[src/sme_pkg.sv]
// Shared types and constants for the stack machine executor.
package sme_pkg;

  localparam int unsigned DATA_W = 32;
  localparam int unsigned OPC_W  = 4;
  localparam int unsigned ERR_W  = 2;

  // Instruction codes
  localparam logic [OPC_W-1:0] OP_PUSH  = 4'd0;
  localparam logic [OPC_W-1:0] OP_ADD   = 4'd1;
  localparam logic [OPC_W-1:0] OP_SUB   = 4'd2;
  localparam logic [OPC_W-1:0] OP_MUL   = 4'd3;
  localparam logic [OPC_W-1:0] OP_DIV   = 4'd4;
  localparam logic [OPC_W-1:0] OP_PRINT = 4'd5;
  localparam logic [OPC_W-1:0] OP_INPUT = 4'd6;
  localparam logic [OPC_W-1:0] OP_DUP   = 4'd7;
  localparam logic [OPC_W-1:0] OP_SWAP  = 4'd8;
  localparam logic [OPC_W-1:0] OP_DROP  = 4'd9;
  localparam logic [OPC_W-1:0] OP_IF    = 4'd10;
  localparam logic [OPC_W-1:0] OP_ENDIF = 4'd11;
  localparam logic [OPC_W-1:0] OP_EQ    = 4'd12;

  // Error codes
  localparam logic [ERR_W-1:0] ERR_NONE  = 2'd0;
  localparam logic [ERR_W-1:0] ERR_UNDER = 2'd1;
  localparam logic [ERR_W-1:0] ERR_DIVZ  = 2'd2;
  localparam logic [ERR_W-1:0] ERR_OVER  = 2'd3;

  // Divider iteration count
  localparam int unsigned DIV_STEPS = 32;
  localparam int unsigned DCNT_W    = 5;

  typedef enum logic [2:0] {
    ALU_ADD,
    ALU_SUB,
    ALU_MUL,
    ALU_DIV,
    ALU_EQ
  } alu_op_t;

  typedef enum logic [1:0] {
    A_IDLE,
    A_DIV,
    A_DONE
  } alu_state_t;

  typedef enum logic [2:0] {
    ST_IDLE,
    ST_EXEC,
    ST_ALU,
    ST_SWAP,
    ST_DONE
  } ctrl_state_t;

  typedef struct packed {
    logic              start;
    alu_op_t           op;
    logic [DATA_W-1:0] a;
    logic [DATA_W-1:0] b;
  } alu_req_t;

  typedef struct packed {
    logic              done;
    logic [DATA_W-1:0] result;
  } alu_rsp_t;

endpackage

[src/sme_stack_ram.sv]
// Stack storage: one write port, two registered read ports.
module sme_stack_ram #(
  parameter int unsigned DEPTH  = 64,
  parameter int unsigned ADDR_W = 6
) (
  input  logic                      clk,
  input  logic                      we,
  input  logic [ADDR_W-1:0]         waddr,
  input  logic [sme_pkg::DATA_W-1:0] wdata,
  input  logic [ADDR_W-1:0]         raddr0,
  input  logic [ADDR_W-1:0]         raddr1,
  output logic [sme_pkg::DATA_W-1:0] rdata0,
  output logic [sme_pkg::DATA_W-1:0] rdata1
);

  logic [sme_pkg::DATA_W-1:0] mem [DEPTH];

  // Write port
  always_ff @(posedge clk) begin
    if (we) begin
      mem[waddr] <= wdata;
    end
  end

  // Registered reads
  always_ff @(posedge clk) begin
    rdata0 <= mem[raddr0];
    rdata1 <= mem[raddr1];
  end

endmodule

[src/sme_alu.sv]
// Shared arithmetic unit: add, sub, mul, eq in one step, iterative signed divide.
module sme_alu (
  input  logic              clk,
  input  logic              rst,
  input  sme_pkg::alu_req_t req,
  output sme_pkg::alu_rsp_t rsp
);

  sme_pkg::alu_state_t state, state_next;
  logic [sme_pkg::DATA_W-1:0] res, res_next;
  logic [sme_pkg::DATA_W-1:0] quo, quo_next;
  logic [sme_pkg::DATA_W-1:0] rem, rem_next;
  logic [sme_pkg::DATA_W-1:0] divisor, divisor_next;
  logic                       neg, neg_next;
  logic                       is_div, is_div_next;
  logic [sme_pkg::DCNT_W-1:0] cnt, cnt_next;

  logic [sme_pkg::DATA_W:0]   shifted;
  logic [sme_pkg::DATA_W:0]   trial;

  // State register
  always_ff @(posedge clk) begin
    if (rst) begin
      state <= sme_pkg::A_IDLE;
    end else begin
      state <= state_next;
    end
  end

  // Datapath registers
  always_ff @(posedge clk) begin
    res     <= res_next;
    quo     <= quo_next;
    rem     <= rem_next;
    divisor <= divisor_next;
    neg     <= neg_next;
    is_div  <= is_div_next;
    cnt     <= cnt_next;
  end

  // One restoring step: shift in next dividend bit, try to subtract
  assign shifted = {rem, quo[sme_pkg::DATA_W-1]};
  assign trial   = shifted - {1'b0, divisor};

  // Sequencing and operations
  always_comb begin
    state_next   = state;
    res_next     = res;
    quo_next     = quo;
    rem_next     = rem;
    divisor_next = divisor;
    neg_next     = neg;
    is_div_next  = is_div;
    cnt_next     = cnt;

    case (state)
      sme_pkg::A_IDLE: begin
        if (req.start) begin
          is_div_next = 1'b0;
          state_next  = sme_pkg::A_DONE;
          case (req.op)
            sme_pkg::ALU_ADD: res_next = req.a + req.b;
            sme_pkg::ALU_SUB: res_next = req.a - req.b;
            sme_pkg::ALU_MUL: res_next = req.a * req.b;
            sme_pkg::ALU_EQ:  res_next = {{(sme_pkg::DATA_W-1){1'b0}}, (req.a == req.b)};
            sme_pkg::ALU_DIV: begin
              // Work on magnitudes, fix the sign at the end
              quo_next     = req.a[sme_pkg::DATA_W-1] ? (32'd0 - req.a) : req.a;
              divisor_next = req.b[sme_pkg::DATA_W-1] ? (32'd0 - req.b) : req.b;
              neg_next     = req.a[sme_pkg::DATA_W-1] ^ req.b[sme_pkg::DATA_W-1];
              rem_next     = '0;
              cnt_next     = '0;
              is_div_next  = 1'b1;
              state_next   = sme_pkg::A_DIV;
            end
            default: res_next = '0;
          endcase
        end
      end
      sme_pkg::A_DIV: begin
        if (!trial[sme_pkg::DATA_W]) begin
          rem_next = trial[sme_pkg::DATA_W-1:0];
          quo_next = {quo[sme_pkg::DATA_W-2:0], 1'b1};
        end else begin
          rem_next = shifted[sme_pkg::DATA_W-1:0];
          quo_next = {quo[sme_pkg::DATA_W-2:0], 1'b0};
        end
        cnt_next = cnt + 1'b1;
        if (cnt == sme_pkg::DCNT_W'(sme_pkg::DIV_STEPS - 1)) begin
          state_next = sme_pkg::A_DONE;
        end
      end
      sme_pkg::A_DONE: begin
        state_next = sme_pkg::A_IDLE;
      end
      default: begin
        state_next = sme_pkg::A_IDLE;
      end
    endcase
  end

  // Result
  assign rsp.done   = (state == sme_pkg::A_DONE);
  assign rsp.result = is_div ? (neg ? (32'd0 - quo) : quo) : res;

endmodule

[src/stack_machine_executor_unit.sv]
// Stack machine executor: push/input/dup/print/drop/if/endif, errors, halted and skipped
// instructions pass ST_EXEC and ST_DONE before m_tvalid is registered; swap adds ST_SWAP,
// and add/sub/mul/eq/div add ST_ALU (32-step restoring divider in the shared unit).
// One instruction in flight: s_tready is high only while the sequencer idles, so the next
// accept waits for ST_DONE to pass the result on; it stalls while m_tvalid is high, m_tready low.
// Reset (synchronous, active high) clears count, nesting, halt and error; stack undefined.
module stack_machine_executor_unit #(
  parameter int unsigned STACK_DEPTH = 64,
  parameter int unsigned MAX_NESTING = 255
) (
  input  logic        clk,
  input  logic        rst,
  input  logic        s_tvalid,
  output logic        s_tready,
  input  logic [31:0] s_tdata,   // [31:0] operand
  input  logic [3:0]  s_tuser,   // [3:0] opcode
  output logic        m_tvalid,
  input  logic        m_tready,
  output logic [39:0] m_tdata,   // [31:0] print_value, [33:32] error_code, [34] halted,
                                 // [35] skipping, [39:36] zero
  output logic        m_tuser    // [0] print_valid
);

  localparam int unsigned CW = $clog2(STACK_DEPTH + 1);
  localparam int unsigned IW = $clog2(STACK_DEPTH);
  localparam int unsigned NW = $clog2(MAX_NESTING + 1);

  sme_pkg::ctrl_state_t state, state_next;
  logic [CW-1:0]                  count, count_next;
  logic [NW-1:0]                  nest, nest_next;
  logic                           halt, halt_next;
  logic [sme_pkg::ERR_W-1:0]      err, err_next;
  logic [sme_pkg::OPC_W-1:0]      op, op_next;
  logic [sme_pkg::DATA_W-1:0]     opnd, opnd_next;
  logic                           pvalid, pvalid_next;
  logic [sme_pkg::DATA_W-1:0]     pv, pv_next;
  logic                           m_tvalid_next;
  logic [39:0]                    m_tdata_next;
  logic                           m_tuser_next;

  logic                           we;
  logic [IW-1:0]                  waddr;
  logic [sme_pkg::DATA_W-1:0]     wdata;
  logic [sme_pkg::DATA_W-1:0]     top, second;
  logic [CW-1:0]                  cm1, cm2;
  sme_pkg::alu_req_t              alu_req;
  sme_pkg::alu_rsp_t              alu_rsp;

  assign cm1 = count - CW'(1);
  assign cm2 = count - CW'(2);

  // Stack memory, read at top and second from top
  sme_stack_ram #(
    .DEPTH  (STACK_DEPTH),
    .ADDR_W (IW)
  ) u_ram (
    .clk    (clk),
    .we     (we),
    .waddr  (waddr),
    .wdata  (wdata),
    .raddr0 (cm1[IW-1:0]),
    .raddr1 (cm2[IW-1:0]),
    .rdata0 (top),
    .rdata1 (second)
  );

  // Shared arithmetic unit
  sme_alu u_alu (
    .clk (clk),
    .rst (rst),
    .req (alu_req),
    .rsp (alu_rsp)
  );

  // Control registers
  always_ff @(posedge clk) begin
    if (rst) begin
      state    <= sme_pkg::ST_IDLE;
      count    <= '0;
      nest     <= '0;
      halt     <= 1'b0;
      err      <= sme_pkg::ERR_NONE;
      m_tvalid <= 1'b0;
    end else begin
      state    <= state_next;
      count    <= count_next;
      nest     <= nest_next;
      halt     <= halt_next;
      err      <= err_next;
      m_tvalid <= m_tvalid_next;
    end
  end

  // Payload registers
  always_ff @(posedge clk) begin
    op      <= op_next;
    opnd    <= opnd_next;
    pvalid  <= pvalid_next;
    pv      <= pv_next;
    m_tdata <= m_tdata_next;
    m_tuser <= m_tuser_next;
  end

  // Sequencer
  always_comb begin
    state_next    = state;
    count_next    = count;
    nest_next     = nest;
    halt_next     = halt;
    err_next      = err;
    op_next       = op;
    opnd_next     = opnd;
    pvalid_next   = pvalid;
    pv_next       = pv;
    m_tvalid_next = m_tvalid & ~m_tready;
    m_tdata_next  = m_tdata;
    m_tuser_next  = m_tuser;
    we            = 1'b0;
    waddr         = '0;
    wdata         = '0;
    alu_req       = '0;
    s_tready      = (state == sme_pkg::ST_IDLE);

    case (state)
      sme_pkg::ST_IDLE: begin
        if (s_tvalid) begin
          op_next     = s_tuser;
          opnd_next   = s_tdata;
          pvalid_next = 1'b0;
          pv_next     = '0;
          state_next  = sme_pkg::ST_EXEC;
        end
      end

      sme_pkg::ST_EXEC: begin
        state_next = sme_pkg::ST_DONE;
        if (halt) begin
          // halted: ignore
        end else if (nest != '0) begin
          // skipping: only if/endif track nesting
          if (op == sme_pkg::OP_IF) begin
            if (nest < NW'(MAX_NESTING)) begin
              nest_next = nest + NW'(1);
            end
          end else if (op == sme_pkg::OP_ENDIF) begin
            nest_next = nest - NW'(1);
          end
        end else begin
          case (op)
            sme_pkg::OP_PUSH, sme_pkg::OP_INPUT: begin
              if (count == CW'(STACK_DEPTH)) begin
                halt_next = 1'b1;
                err_next  = sme_pkg::ERR_OVER;
              end else begin
                we         = 1'b1;
                waddr      = count[IW-1:0];
                wdata      = opnd;
                count_next = count + CW'(1);
              end
            end
            sme_pkg::OP_ADD, sme_pkg::OP_SUB, sme_pkg::OP_MUL, sme_pkg::OP_EQ,
            sme_pkg::OP_DIV: begin
              if (count < CW'(2)) begin
                halt_next = 1'b1;
                err_next  = sme_pkg::ERR_UNDER;
              end else if (op == sme_pkg::OP_DIV && top == '0) begin
                halt_next = 1'b1;
                err_next  = sme_pkg::ERR_DIVZ;
              end else begin
                alu_req.start = 1'b1;
                alu_req.a     = second;
                alu_req.b     = top;
                case (op)
                  sme_pkg::OP_ADD: alu_req.op = sme_pkg::ALU_ADD;
                  sme_pkg::OP_SUB: alu_req.op = sme_pkg::ALU_SUB;
                  sme_pkg::OP_MUL: alu_req.op = sme_pkg::ALU_MUL;
                  sme_pkg::OP_DIV: alu_req.op = sme_pkg::ALU_DIV;
                  default:         alu_req.op = sme_pkg::ALU_EQ;
                endcase
                state_next = sme_pkg::ST_ALU;
              end
            end
            sme_pkg::OP_PRINT: begin
              if (count == '0) begin
                halt_next = 1'b1;
                err_next  = sme_pkg::ERR_UNDER;
              end else begin
                pvalid_next = 1'b1;
                pv_next     = top;
                count_next  = cm1;
              end
            end
            sme_pkg::OP_DUP: begin
              if (count == '0) begin
                halt_next = 1'b1;
                err_next  = sme_pkg::ERR_UNDER;
              end else if (count == CW'(STACK_DEPTH)) begin
                halt_next = 1'b1;
                err_next  = sme_pkg::ERR_OVER;
              end else begin
                we         = 1'b1;
                waddr      = count[IW-1:0];
                wdata      = top;
                count_next = count + CW'(1);
              end
            end
            sme_pkg::OP_SWAP: begin
              if (count < CW'(2)) begin
                halt_next = 1'b1;
                err_next  = sme_pkg::ERR_UNDER;
              end else begin
                // second goes on top now, old top written next cycle
                we         = 1'b1;
                waddr      = cm1[IW-1:0];
                wdata      = second;
                opnd_next  = top;
                state_next = sme_pkg::ST_SWAP;
              end
            end
            sme_pkg::OP_DROP: begin
              if (count == '0) begin
                halt_next = 1'b1;
                err_next  = sme_pkg::ERR_UNDER;
              end else begin
                count_next = cm1;
              end
            end
            sme_pkg::OP_IF: begin
              if (count == '0) begin
                halt_next = 1'b1;
                err_next  = sme_pkg::ERR_UNDER;
              end else begin
                count_next = cm1;
                if (top == '0) begin
                  nest_next = NW'(1);
                end
              end
            end
            default: begin
              // endif outside a skip and unused codes: no effect
            end
          endcase
        end
      end

      // Wait for the shared unit, then replace the two operands by the result
      sme_pkg::ST_ALU: begin
        if (alu_rsp.done) begin
          we         = 1'b1;
          waddr      = cm2[IW-1:0];
          wdata      = alu_rsp.result;
          count_next = cm1;
          state_next = sme_pkg::ST_DONE;
        end
      end

      sme_pkg::ST_SWAP: begin
        we         = 1'b1;
        waddr      = cm2[IW-1:0];
        wdata      = opnd;
        state_next = sme_pkg::ST_DONE;
      end

      // Hand the result to the output register once it is free
      sme_pkg::ST_DONE: begin
        if (!m_tvalid || m_tready) begin
          m_tvalid_next = 1'b1;
          m_tuser_next  = pvalid;
          m_tdata_next  = {4'b0000, (nest != '0), halt, err, pv};
          state_next    = sme_pkg::ST_IDLE;
        end
      end

      default: begin
        state_next = sme_pkg::ST_IDLE;
      end
    endcase
  end

endmodule
[config.mk]
export PLATFORM = sky130hd
export DESIGN_NAME = stack_machine_executor_unit
export DESIGN_NICKNAME = d
export VERILOG_FILES = /design/src/sme_pkg.sv /design/src/sme_stack_ram.sv /design/src/sme_alu.sv /design/src/stack_machine_executor_unit.sv
export SDC_FILE = /design/constraint.sdc
export NUM_CORES = 2
export LEC_CHECK = 0
export BUFFER_PORTS_ARGS = -buffer_cell sky130_fd_sc_hd__buf_2
export CORE_MARGIN = 5
export CORE_UTILIZATION = 56
export CTS_BUF_LIST = sky130_fd_sc_hd__clkbuf_8
export DETAILED_ROUTE_END_ITERATION = 7
export PLACE_DENSITY = 0.77
export SLEW_MARGIN = 25
export SYNTH_ARGS = -nofsm -noshare
export SYNTH_HDL_FRONTEND = slang
export SYNTH_SLANG_ARGS = --single-unit
export TNS_END_PERCENT = 100
[constraint.sdc]
create_clock -name clk -period 14.6 [get_ports clk]
set_input_delay 4.38 -clock clk [delete_from_list [all_inputs] [get_ports clk]]
set_output_delay 4.38 -clock clk [all_outputs]
set_load 0.01 [all_outputs]
Word level (Yosys, flattened, before mapping)

Memories as Yosys holds them, arrays and structs flattened. A register that Yosys moved wholly into a read port is not among the register bits.
Cells that the tools add are included.

Output and inout port bits: 43
Memories: 1
RAM bits: 2,048
Register bits: 265
Logic and storage cells: 237

Multiply operators: 1
Equal/unequal tests: 45
$lt $le $gt $ge: 2
Bitwise operators: 6
Add/sub/neg operators: 12
Reductions and logical operators: 33
Mux-type cells: 116

Memory list:

| name      | words | width | rd ports | clocked after memory_dff | wr ports | RTL line            | text |
|---|---|---|---|---|---|---|---|
| u_ram.mem | 64    | 32    | 2        | 2                        | 1        | sme_stack_ram.sv:16 | `logic [sme_pkg::DATA_W-1:0] mem [DEPTH];` |

Operators with widths:

| cell                                               | number |
|---|---|
| two-way mux 32 bit                                 | 25 |
| two-way mux 68 bit                                 | 6 |
| one-hot mux 32 bit (2 select lines)                | 4 |
| one-hot mux 32 bit (3 select lines)                | 2 |
| one-hot mux 32 bit (5 select lines)                | 1 |
| subtractor 1 x 32 -> 32 bit (first input constant) | 3 |
| two-way mux 8 bit                                  | 7 |
| two-way mux 7 bit                                  | 6 |
| two-way mux 6 bit                                  | 6 |
| one-hot mux 6 bit (3 select lines)                 | 2 |
| subtractor 33 x 32 -> 33 bit                       | 1 |
| adder 32 bit                                       | 1 |
| == test 32 bit                                     | 1 |
| zero test 32 bit                                   | 1 |
| multiplier 32 x 32 -> 32 bit                       | 1 |
| subtractor 32 bit                                  | 1 |
| two-way mux 31 bit                                 | 1 |
| two-way mux 1 bit                                  | 25 |
| two-way mux 3 bit                                  | 8 |
| one-hot mux 7 bit (3 select lines)                 | 1 |
| AND reduction 7 bit                                | 3 |
| == test 4 bit (second input constant)              | 5 |
| != test 2 bit (second input constant)              | 10 |
| two-way mux 2 bit                                  | 9 |
| 51 further kinds                                   | 85 |

Logic depth before layout (Yosys ltp)

Word-level depth: 13
Depth in mapped cells: 43
Gate-level depth less buffers: 34

Hierarchy

From an unflattened synthesis, not the netlist that was laid out.

Cells, all modules: 8,275
Area, all modules: 130,737.9 um^2

By module, submodules not included:

| module                      | seq. area each (um^2) | area an instance (um^2) | instances | cells each |
|---|---|---|---|---|
| sme_stack_ram               | 62,780.2              | 95,621.7                | 1         | 4,418 |
| sme_alu                     | 4,093.9               | 27,853.0                | 1         | 3,154 |
| stack_machine_executor_unit | 3,623.5               | 7,263.2                 | 1         | 703 |

Worst setup path after synthesis

OpenSTA, ideal clock, no wires.

Kind: register -> register
Start point: register count[1]
End point: register u_alu.res[29] in the netlist's numbering, data pin
Slack: 4,082 ps
Cell stages (with the launch flop): 41
Data arrival time: 10,249 ps
Buffers on the path: 9
Setup time: 268 ps
Period minus slack after synthesis: 10,518 ps
Data required time: 14,332 ps
Cell sequence: dfxtp_1 -> clkbuf_1 -> clkbuf_1 -> clkbuf_1 -> clkbuf_1 -> clkbuf_1 -> inv_1 -> ha_1 -> or3b_2 -> or3_1 -> buf_1 -> nand3_1 -> nor2_1 -> clkbuf_1 -> clkbuf_1 -> clkbuf_1 -> and3_1 -> fa_1 -> [5 not listed] -> fa_1 -> inv_1 -> fa_1 -> inv_1 -> fa_1 -> fa_1 -> ha_1 -> a2111oi_0 -> o21ai_0 -> o21ai_0 -> a21oi_1 -> a31o_2 -> a311oi_1 -> o21ai_0 -> xnor2_1 -> nor2_1 -> o32ai_1 -> o21ai_0

Word-level cells in the longest chain between the ends: 8

Ends and longest elaborated chain:

| what                                                 | RTL line                           | text |
|---|---|---|
| from (decl)                                          | stack_machine_executor_unit.sv:29  | `logic [CW-1:0] count, count_next;` |
| from (signal assigned)                               | stack_machine_executor_unit.sv:86  | `count <= count_next;` |
| less-than comparator 7 x 2 -> 1 bit *                | stack_machine_executor_unit.sv:163 | `if (count < CW'(2)) begin` |
| two-way mux 68 bit *                                 | stack_machine_executor_unit.sv:163 |  |
| two-way mux 68 bit *                                 | stack_machine_executor_unit.sv:149 | `case (op)` |
| two-way mux 68 bit *                                 | stack_machine_executor_unit.sv:139 | `end else if (nest != '0) begin` |
| two-way mux 68 bit *                                 | stack_machine_executor_unit.sv:137 | `if (halt) begin` |
| two-way mux 68 bit *                                 | stack_machine_executor_unit.sv:124 | `case (state)` |
| multiplier 32 x 32 -> 32 bit (tied with other cells) | sme_alu.sv:64                      | `sme_pkg::ALU_MUL: res_next = req.a * req.b;` |
| one-hot mux 32 bit (5 select lines) *                | sme_alu.sv:61                      | `case (req.op)` |
| to (signal assigned)                                 | sme_alu.sv:32                      | `res <= res_next;` |
| to (decl)                                            | sme_alu.sv:10                      | `logic [sme_pkg::DATA_W-1:0] res, res_next;` |

Every way passes the cells marked *; elsewhere a longest branch is shown, timed or not.
A chain may end at the register's enable or synchronous reset.

Worst setup path after layout

Start point: register state[0]
End point: register u_alu.res[29] in the netlist's numbering, data pin

Word-level cells in the longest chain between the ends: 4

Ends and longest elaborated chain:

| what                                                 | RTL line                           | text |
|---|---|---|
| from (decl)                                          | stack_machine_executor_unit.sv:28  | `sme_pkg::ctrl_state_t state, state_next;` |
| from (signal assigned)                               | stack_machine_executor_unit.sv:78  | `state <= sme_pkg::ST_IDLE;` |
| from (signal assigned)                               | stack_machine_executor_unit.sv:85  | `state <= state_next;` |
| == test 3 x 1 -> 1 bit *                             | stack_machine_executor_unit.sv:124 |  |
| two-way mux 68 bit *                                 | stack_machine_executor_unit.sv:124 |  |
| multiplier 32 x 32 -> 32 bit (tied with other cells) | sme_alu.sv:64                      |  |
| one-hot mux 32 bit (5 select lines) *                | sme_alu.sv:61                      |  |

Marked as above.

==> key figures <==
CTS
  – Clock tree buffer depth: 4
  – Sink Count: approximately 2400
  – CTS tree: built
  – Clk_lat worst skew: 1.12 ns
  – Clk slew on worst S/H paths: 0.07 ns
  – Post-CTS Setup Inserts: 0
  – Max H-tree Level: 5
  – Root buffer selected by CTS: clkbuf_8
  – Post-CTS sizing: 0
  – # hold bufs at CTS: 0
  – TritonCTS Buffers: 387

STA
  – Final hold violations: 0
  – Final count of negative-setup-slack endpoints: 0
  – Final worst path period share: between 80 and 90%
  – Final Max Tran Viols: 0
  – Worst Max-Slew Pin Slew: ~1.2 ns
  – Min Tclk post-route: ~12 ns
  – RSZ-0062 raised after global routing: no
  – Max-Slew Margin vs Limit: about 20%
  – Post-Route Skew: roughly 0.11 ns
  – Post-Route Setup TNS: 0 ns
  – Top achievable clock speed: about 0.085 GHz

Run status
  – Failing checks: DRC
  – Status: complete, but fails checks

Placement
  – PortBufs: 78
  – Area post-placement: 135300 sq um
  – Dpl hpwl: roughly 250 mm
  – Routability-driven placement congestion ratio: slightly above 1

Logic synthesis
  – Synth Area in XOR/XNOR: ~1.5%
  – Mapped Area: 130300 sq um
  – Top cells by area, synth: edfxtp_1 (53%), mux4_2 (23%), fa_1 (6.3%), ha_1 (2.2%), and3_1 (1.5%)
  – Main combinational cell family by area after synthesis: multiplexers
  – Yosys top cell by area: edfxtp_1
  – Simple-gate share of the synthesized area: under 10%
  – Synth Area in Compound Gates: under 10%
  – Synth unique cells: ~90
  – Register area share after synthesis: between 50 and 60%
  – Post-synth top flop: edfxtp_1
  – Post-synth EDFFs: roughly 2300
  – Post-Syn Area per Cell: ~16 sq um
  – Synth Instances: 7932
  – Ys Warns: 0
  – Synth top area share: a little over half
  – Post-synth ARST share: 0%
  – Proportion of synthesized area in mux cells: a little under a quarter
  – Adder-Cell Fraction of Synth Area: 8.566%
  – Yosys reg bits: ~2400

Final layout
  – Top Registers: u_ram.mem: 2048 flops, m_tdata: 36 flops
  – Share of layout cells above drive strength 1: between 20% and 30%
  – Net count of the finished layout: between 8000 and 9000
  – Filler cells: roughly 16000
  – Final instance area: ~140000 sq um
  – Largest register by flop count: u_ram.mem
  – Commonest non-fill, non-tap cell in the layout: edfxtp_1
  – Layout area overhead: 9.533%
  – Area occupied by multi-input gates: around 57000 sq um
  – Most frequent cells in the layout: edfxtp_1 (2289), mux4_2 (1334), inv_1 (654)
  – Largest register FFs: between 2000 and 2500
  – Seq. cell area: 70510 sq um

Global route
  – Initial antenna violation count: 23
  – Tot GR Track Use: approximately 33%
  – Global route overflow: 0
  – Vias in the first global route: slightly above 80000
  – Largest net degree at the start of global routing: roughly 210
  – First-pass GRT wire length: roughly 580 mm

Worst setup path
  – CP max stage delay: 0.73 ns
  – Worst path most repeated cell: fa_1
  – Crit end category: flip-flop
  – Crit path max fanout: 208
  – Crit path DAT: 12.57 ns
  – Slowest CP cell: buf_4
  – CP Data Required Time: between 15 and 20 ns
  – Worst Path Class, Setup: reg2reg
  – CP startpoint kind: flip-flop

Drt
  – DR vias/cell: 7.234
  – Detail Route Antenna Nets: 0
  – Drt drc: 15
  – Vias: 82540
  – Avg WL per Cell: 35.77 microns
  – 1st-pass router iterations: 8
  – Final wirelength: 408.1 mm
  – 1st-iter DRT viols: between 10000 and 15000

Flow run
  – Max_cap viols: 0

Die
  – Number of cell rows: approximately 180
  – CORE AREA: 232100 sq um
  – Die area: approximately 240000 sq um
  – Die width: 492.4 microns
  – Die height: slightly below 500 microns
  – I/O pins: between 80 and 90
  – Initial Util: roughly 56%

Power and ir drop
  – Pleak: approximately 46 nW
  – VDD IR max: roughly 0.11 mV
  – Power, Total: ~0.018 W
  – Pwr per Cell Area: ~120 nW/um^2

Min path
  – Tightest Hold Check Type: reg2reg
[metal layers]
layer | part of all wire, % | track usage, % | vias to the layer above | wire [microns]
li1 | - | - | 31640 | -
met1 | 33 | 42.99 | 42140 | 132700
met2 | 46 | 51.48 | 7266 | 189100
met3 | 14 | 10.27 | 1487 | 58950
met4 | 6.7 | 18.30 | 4 | 27350
met5 | 0.0078 | 0 | - | 32
[synth_stat cells (27+ instances only)]
cell type,n
or3_1,36
nor2b_1,27
mux4_2,1334
nand2b_1,38
fa_1,412
nand3_1,40
clkbuf_1,484
a21o_1,63
a211oi_1,29
and2_1,93
ha_1,233
o21ai_0,197
edfxtp_1,2289
and3_1,320
inv_1,508
o31ai_1,42
xnor2_1,121
buf_1,106
dfxtp_1,88
a222oi_1,27
nand2_1,496
xor2_1,108
nor2_1,258
nor3_1,54
a21oi_1,171
[worst paths after layout]
path | from | end | slack, ns | cells past startpoint
hold / removal | pv[4] | m_tdata[4] | 0.39 | 0
setup / recovery | state[0] | u_alu.res[29] | 2.84 | 33
hold reg to reg | pv[4] | m_tdata[4] | 0.39 | 0
setup reg to reg | state[0] | u_alu.res[29] | 2.84 | 33
[cells by family after synthesis]
kind of cell	after synthesis
compound gates	766
simple gates	1450
buf+inv	1111
xor+xnor	229
mux	1353
other cells	1
flops	2377
fa+ha+maj	645
[metrics by stage]
stage | worst slack (ns) | cells | hold slack (ns) | utilization, %
after floorplan | 4.082 | 7935 | 0.4003 | -
after global placement | 3.285 | 10690 | 0.4004 | 58.24
after detailed placement | 3.194 | 10700 | 0.4045 | 58.30
after CTS | 3.117 | 11380 | 0.3788 | 61.42
after global routing | 2.455 | 11390 | 0.3874 | 61.47
final | 2.843 | 11410 | 0.3888 | 61.50
[layout make-up]
type	count	share of cell area, %
sequential	2377	49.40
tap	3043	2.667
clock buffer	416	4.011
antenna	27	0.04734
inverter	508	1.336
timing repair buffer	324	1.775
clock inverter	267	1.066
multi-input combinational	4447	39.70
[report_power, final]
part           total (W)  internal [W]  switching, W
registers        0.00768       0.00755      0.000135
logic            0.00441       0.00172       0.00268
clock network    0.00558       0.00290       0.00268
[worst max-delay path, delay by kind of cell, from the launching register on]
kind                     cells  cell delay, ns
adder cells (fa/ha/maj)     10            4.41
buffers and inverters        8            2.38
AND/OR/NAND/NOR              8            2.02
AO/OA/AOI/OAI                6            1.69
flip-flops                   1            0.42
XOR/XNOR                     1            0.28
(Power assumes the default switching activity.)
